**src/rtl/ritoa_pkg.sv**
```systemverilog
// Shared types, command codes and constants for the radix integer to ASCII converter.
`default_nettype none

package ritoa_pkg;

    localparam logic [1:0] CMD_OCT       = 2'd0;
    localparam logic [1:0] CMD_DEC       = 2'd1;
    localparam logic [1:0] CMD_HEX_LOWER = 2'd2;
    localparam logic [1:0] CMD_HEX_UPPER = 2'd3;

    localparam int unsigned MAX_DIGITS  = 11;
    localparam int unsigned CNT_W       = 4;
    localparam int unsigned DIGIT_W     = 4;
    localparam int unsigned VALUE_W     = 32;
    localparam int unsigned PROD_W      = 2 * VALUE_W;
    localparam int unsigned RECIP_SHIFT = 35;

    localparam logic [VALUE_W-1:0] RECIP_TEN = 32'hCCCC_CCCD;

    localparam logic [7:0] CHAR_ZERO  = 8'h30;
    localparam logic [7:0] CHAR_LOWER = 8'h61 - 8'd10;
    localparam logic [7:0] CHAR_UPPER = 8'h41 - 8'd10;

    typedef struct packed {
        logic [1:0]         cmd;
        logic [VALUE_W-1:0] value;
    } in_beat_t;

    typedef struct packed {
        logic [7:0]       character;
        logic             last;
        logic [CNT_W-1:0] digit_count;
    } out_beat_t;

    function automatic logic [7:0] digit_char(input logic [DIGIT_W-1:0] digit,
                                              input logic upper);
        logic [7:0] base;
        begin
            if (digit < 4'd10)
            begin
                base = CHAR_ZERO;
            end
            else if (upper)
            begin
                base = CHAR_UPPER;
            end
            else
            begin
                base = CHAR_LOWER;
            end
            digit_char = base + {4'd0, digit};
        end
    endfunction

endpackage

`default_nettype wire

```
**src/rtl/ritoa_div_unit.sv**
```systemverilog
// Shared divide-by-radix step: quotient and remainder for octal, decimal or hex.
`default_nettype none

module ritoa_div_unit
    import ritoa_pkg::*;
(
    input  wire logic [1:0]         cmd,
    input  wire logic [VALUE_W-1:0] value,
    input  wire logic [PROD_W-1:0]  product,
    output logic      [VALUE_W-1:0] quotient,
    output logic      [DIGIT_W-1:0] remainder
);

    logic [VALUE_W-1:0] dec_q;
    logic [VALUE_W-1:0] dec_tens;
    logic [VALUE_W-1:0] dec_diff;

    assign dec_q    = {{(VALUE_W - (PROD_W - RECIP_SHIFT)){1'b0}},
                       product[PROD_W-1:RECIP_SHIFT]};
    assign dec_tens = (dec_q << 3) + (dec_q << 1);
    assign dec_diff = value - dec_tens;

    always_comb
    begin
        unique case (cmd) inside
            CMD_OCT:
            begin
                quotient  = value >> 3;
                remainder = {1'b0, value[2:0]};
            end
            CMD_DEC:
            begin
                quotient  = dec_q;
                remainder = dec_diff[DIGIT_W-1:0];
            end
            CMD_HEX_LOWER, CMD_HEX_UPPER:
            begin
                quotient  = value >> 4;
                remainder = value[DIGIT_W-1:0];
            end
            default:
            begin
                quotient  = value;
                remainder = '0;
            end
        endcase
    end

endmodule

`default_nettype wire

```
**src/rtl/radix_integer_to_ascii.sv**
```systemverilog
// Top level of the radix integer to ASCII converter.
// Takes one 32-bit unsigned value with a radix command and emits its digit characters,
// most significant first, one output beat per character; the final beat carries last
// and the character count. After a value is accepted, its digits are produced one at a
// time by the single shared divide step, directly for octal and hex, or for decimal as a
// reciprocal multiply then a remainder step; the digits are then emitted whenever the
// output register is empty or not stalled. The input stalls from acceptance until the
// last character is loaded into the output register; the next value is taken while
// that last character still waits downstream.
`default_nettype none

module radix_integer_to_ascii
    import ritoa_pkg::*;
(
    input  wire logic      clk,
    input  wire logic      rst_n,
    input  wire logic      in_valid,
    output logic           in_stall,
    input  wire in_beat_t  in_data,
    output logic           out_valid,
    input  wire logic      out_stall,
    output out_beat_t      out_data
);

    localparam logic [1:0] ST_IDLE = 2'd0;
    localparam logic [1:0] ST_MUL  = 2'd1;
    localparam logic [1:0] ST_DIV  = 2'd2;
    localparam logic [1:0] ST_EMIT = 2'd3;

    logic [1:0]         state_reg, state_next;
    logic [1:0]         cmd_reg, cmd_next;
    logic [VALUE_W-1:0] value_reg, value_next;
    logic [PROD_W-1:0]  prod_reg, prod_next;
    logic [DIGIT_W-1:0] stack_reg [MAX_DIGITS];
    logic [DIGIT_W-1:0] stack_next [MAX_DIGITS];
    logic [CNT_W-1:0]   count_reg, count_next;
    logic [CNT_W-1:0]   left_reg, left_next;
    logic               out_valid_reg, out_valid_next;
    out_beat_t          out_reg, out_next;

    logic [VALUE_W-1:0] quotient;
    logic [DIGIT_W-1:0] remainder;
    logic               out_free;

    ritoa_div_unit u_div (
        .cmd       (cmd_reg),
        .value     (value_reg),
        .product   (prod_reg),
        .quotient  (quotient),
        .remainder (remainder)
    );

    assign in_stall  = (state_reg != ST_IDLE);
    assign out_valid = out_valid_reg;
    assign out_data  = out_reg;
    assign out_free  = !out_valid_reg || !out_stall;

    always_comb
    begin
        state_next     = state_reg;
        cmd_next       = cmd_reg;
        value_next     = value_reg;
        prod_next      = prod_reg;
        stack_next     = stack_reg;
        count_next     = count_reg;
        left_next      = left_reg;
        out_valid_next = out_valid_reg && out_stall;
        out_next       = out_reg;

        unique case (state_reg)
            ST_IDLE:
            begin
                if (in_valid)
                begin
                    cmd_next   = in_data.cmd;
                    value_next = in_data.value;
                    count_next = '0;
                    state_next = (in_data.cmd == CMD_DEC) ? ST_MUL : ST_DIV;
                end
            end
            ST_MUL:
            begin
                prod_next  = {{VALUE_W{1'b0}}, value_reg} * {{VALUE_W{1'b0}}, RECIP_TEN};
                state_next = ST_DIV;
            end
            ST_DIV:
            begin
                stack_next[0] = remainder;
                for (int i = 1; i < MAX_DIGITS; i++)
                begin
                    stack_next[i] = stack_reg[i-1];
                end
                count_next = count_reg + 1'b1;
                value_next = quotient;
                if ((quotient == '0) || (count_reg == CNT_W'(MAX_DIGITS - 1)))
                begin
                    left_next  = count_reg + 1'b1;
                    state_next = ST_EMIT;
                end
                else
                begin
                    state_next = (cmd_reg == CMD_DEC) ? ST_MUL : ST_DIV;
                end
            end
            ST_EMIT:
            begin
                if (out_free)
                begin
                    out_valid_next        = 1'b1;
                    out_next.character    = digit_char(stack_reg[0],
                                                       cmd_reg == CMD_HEX_UPPER);
                    out_next.last         = (left_reg == CNT_W'(1));
                    out_next.digit_count  = (left_reg == CNT_W'(1)) ? count_reg : '0;
                    for (int i = 0; i < MAX_DIGITS - 1; i++)
                    begin
                        stack_next[i] = stack_reg[i+1];
                    end
                    left_next = left_reg - 1'b1;
                    if (left_reg == CNT_W'(1))
                    begin
                        state_next = ST_IDLE;
                    end
                end
            end
            default:
            begin
                state_next = ST_IDLE;
            end
        endcase
    end

    always_ff @(posedge clk or negedge rst_n)
    begin
        if (!rst_n)
        begin
            state_reg     <= ST_IDLE;
            out_valid_reg <= 1'b0;
        end
        else
        begin
            state_reg     <= state_next;
            out_valid_reg <= out_valid_next;
        end
    end

    always_ff @(posedge clk)
    begin
        cmd_reg   <= cmd_next;
        value_reg <= value_next;
        prod_reg  <= prod_next;
        stack_reg <= stack_next;
        count_reg <= count_next;
        left_reg  <= left_next;
        out_reg   <= out_next;
    end

endmodule

`default_nettype wire

```
**config.mk**
```make
export PLATFORM = sky130hd
export DESIGN_NAME = radix_integer_to_ascii
export DESIGN_NICKNAME = d
export VERILOG_FILES = /design/src/rtl/ritoa_pkg.sv /design/src/rtl/ritoa_div_unit.sv /design/src/rtl/radix_integer_to_ascii.sv
export SDC_FILE = /design/constraint.sdc
export NUM_CORES = 1
export LEC_CHECK = 0
export BUFFER_PORTS_ARGS = -buffer_cell sky130_fd_sc_hd__buf_2
export CAP_MARGIN = 10
export CORE_MARGIN = 4
export CORE_UTILIZATION = 60
export DETAILED_ROUTE_END_ITERATION = 7
export PLACE_DENSITY_LB_ADDON = 0.12
export SLEW_MARGIN = 10
export SYNTH_ARGS = -nofsm -noshare
export SYNTH_HDL_FRONTEND = slang
export SYNTH_HIERARCHICAL = 1
export SYNTH_SLANG_ARGS = --single-unit
```
**constraint.sdc**
```tcl
create_clock -name clk -period 14.8 [get_ports clk]
set_clock_uncertainty 0.05 [all_clocks]
set_input_delay 4.44 -clock clk [delete_from_list [all_inputs] [get_ports clk]]
set_output_delay 4.44 -clock clk [all_outputs]
set_load 0.02 [all_outputs]
```
==> summary.txt <==
Outcome
  – Status: finished clean

Drt
  – Routed WL: approximately 64000 µm
  – Iter 0 DRT Violations: 1065
  – First-pass DRT Iterations: 5
  – Via count: 15600
  – Vias/cell: between 5 and 6
  – # DRC: 0
  – Post-route ant nets: 0
  – DR WL/cell: around 23 µm

Clock network
  – Worst skew pair latency: 420 ps
  – Max clock buf depth: 2
  – Sink Count: roughly 130
  – Register clock-pin slew on the reported worst setup and hold paths: around 60 ps
  – CTS resizes: 0
  – CTS tree: done
  – CTS buffer count: 17
  – CTS Hold Buffers Added: 0
  – Root Driver: clkbuf_16
  – Setup Fix Bufs, Post-CTS: 0
  – H-tree depth: 4

Global routing
  – Vias in the first global route: 17000
  – Grt ovf: 0
  – Total track usage: around a third
  – Global-route wire length before repair: 100000 µm
  – Initial antenna violation count: 0
  – Pin count of the biggest net entering global routing: 62

Flow run
  – Max cap viols: 0

STA
  – Pins Over Slew Limit: 0
  – Setup-failing EPs final: 0
  – Final Cycle Share: 56.9%
  – Max_slew headroom: between 30% and 40%
  – Unrepaired setup endpoints after global routing: false
  – Fin Setup TNS: 0 ps
  – Final worst path period need: between 8000 and 9000 ps
  – Worst slew pin tran: 949 ps
  – Fmax: ~120 MHz
  – Final hold viol count: 0

Critical path
  – Crit path buf inv count: 6
  – Slowest stage delay, CP: 820 ps
  – CP cell instances: ha_1 > inv_1 > fa_1 > inv_1 > fa_1 > inv_1 > fa_1 > inv_1 > fa_1 > fa_1 > fa_1 > inv_1 > fa_1 > inv_1 > ha_1 > a21o_1 > a21o_1 > a221oi_1 > nand3_1 > a21oi_1 > nor2_1 > a211oi_2 > o21ai_0 > xor2_1
  – Critical Path AT: 8540 ps
  – Delay-heaviest family, CP: adder cells
  – Most used cell, CP: fa_1
  – Crit end category: register
  – Critical path class: reg -> reg
  – Max FO, Critical Path: 7
  – RR Startpoint: value_reg[18]
  – Worst R2R Path Depth: 24
  – CP max stage cell: a221oi_1
  – Critical path launch point type: register
  – R2R Path End: prod_reg[54]
  – Crit path required time: between 10000 and 15000 ps
  – Flop-to-flop setup slack: between 6000 and 7000 ps

Final layout
  – Most frequent cells in the layout: inv_1, fa_1, ha_1
  – N_diodes: 0
  – Layout Nets: between 3000 and 4000
  – Commonest non-fill, non-tap cell in the layout: inv_1
  – Final Util: about 64%
  – Layout area overhead: 5.74%
  – Layout cell share with drive strength beyond 1: between 6 and 7%
  – Number of flip-flops in the largest register: 44

Worst hold path
  – Hold endpoint: stack_reg[3]
  – Hold_sp: stack_reg[7]
  – Hold path depth: 0
  – Hold Path Class: reg -> reg

Placement
  – Dpl hpwl: between 50000 and 60000 µm
  – Port bufs: 52
  – Routability congestion estimate from global placement: between 1 and 1.5

Floorplanning
  – DIE AREA: slightly above 40000 µm²
  – Rows: between 70 and 80
  – Starting density of the core: between 60% and 70%
  – Die height: between 200 and 250 µm
  – Core Box Area: around 38000 µm²
  – Chip Width: approximately 200 µm
  – # IOs: 53

Synthesis
  – YS warnings: 6
  – Cell Area, Synth: approximately 23000 µm²
  – Post-Syn Instances: ~2200
  – Mean Syn Cell Area: between 10 and 15 µm²
[worst register-to-register path, cell delays in order, from the launching register on]
cell and delay, ps:
edfxtp_1 610, ha_1 610, inv_1 210, fa_1 570
inv_1 70, fa_1 500, inv_1 50, fa_1 500
inv_1 50, fa_1 560, fa_1 430, fa_1 490
inv_1 50, fa_1 470, inv_1 50, ha_1 350
a21o_1 180, a21o_1 170, a221oi_1 820, nand3_1 160
a21oi_1 230, nor2_1 160, a211oi_2 460, o21ai_0 210
xor2_1 170
[worst max path at each step]
stage | cells past startpoint | to | start | slack, ps
after detailed placement | 24 | prod_reg[56] | value_reg[18] | 6610
after floorplan | 1 | stack_reg[10] | out_stall | 7620
final | 24 | prod_reg[54] | value_reg[18] | 6370
after global routing | 24 | prod_reg[56] | value_reg[18] | 6150
after global placement | 24 | prod_reg[54] | value_reg[18] | 6710
after CTS | 24 | prod_reg[56] | value_reg[18] | 6590
[stage by stage]
step	hold WS [ps]	setup WS (ps)	area (µm²)	instances
after CTS	406	6590	24300	2768
after floorplan	372	7620	23000	2212
after global placement	382	6710	23700	2736
after detailed placement	386	6610	23700	2736
after global routing	412	6150	24300	2768
final	411	6370	24300	2768
[final cells by class]
cell class | count | area (µm²)
fillers | 3152 | 13400
repair buffers | 61 | 328
flip-flops and latches | 131 | 3920
inverters | 555 | 2080
clock inverters | 10 | 113
clock buffers | 22 | 454
multi-input cells | 1478 | 16800
well taps | 511 | 639
[per-layer routing]
metal | up-vias | wire (µm) | track usage (%)
li1 | 7085 | - | -
met1 | 7877 | 25800 | 41.5
met2 | 475 | 32800 | 56.5
met3 | 128 | 2950 | 3.39
met4 | 0 | 2960 | 12.1
met5 | - | 0 | 0
Power is left out: the tool's default activity adds up to more than one toggle a clock period on the data nets, which glitch-free logic cannot reach.
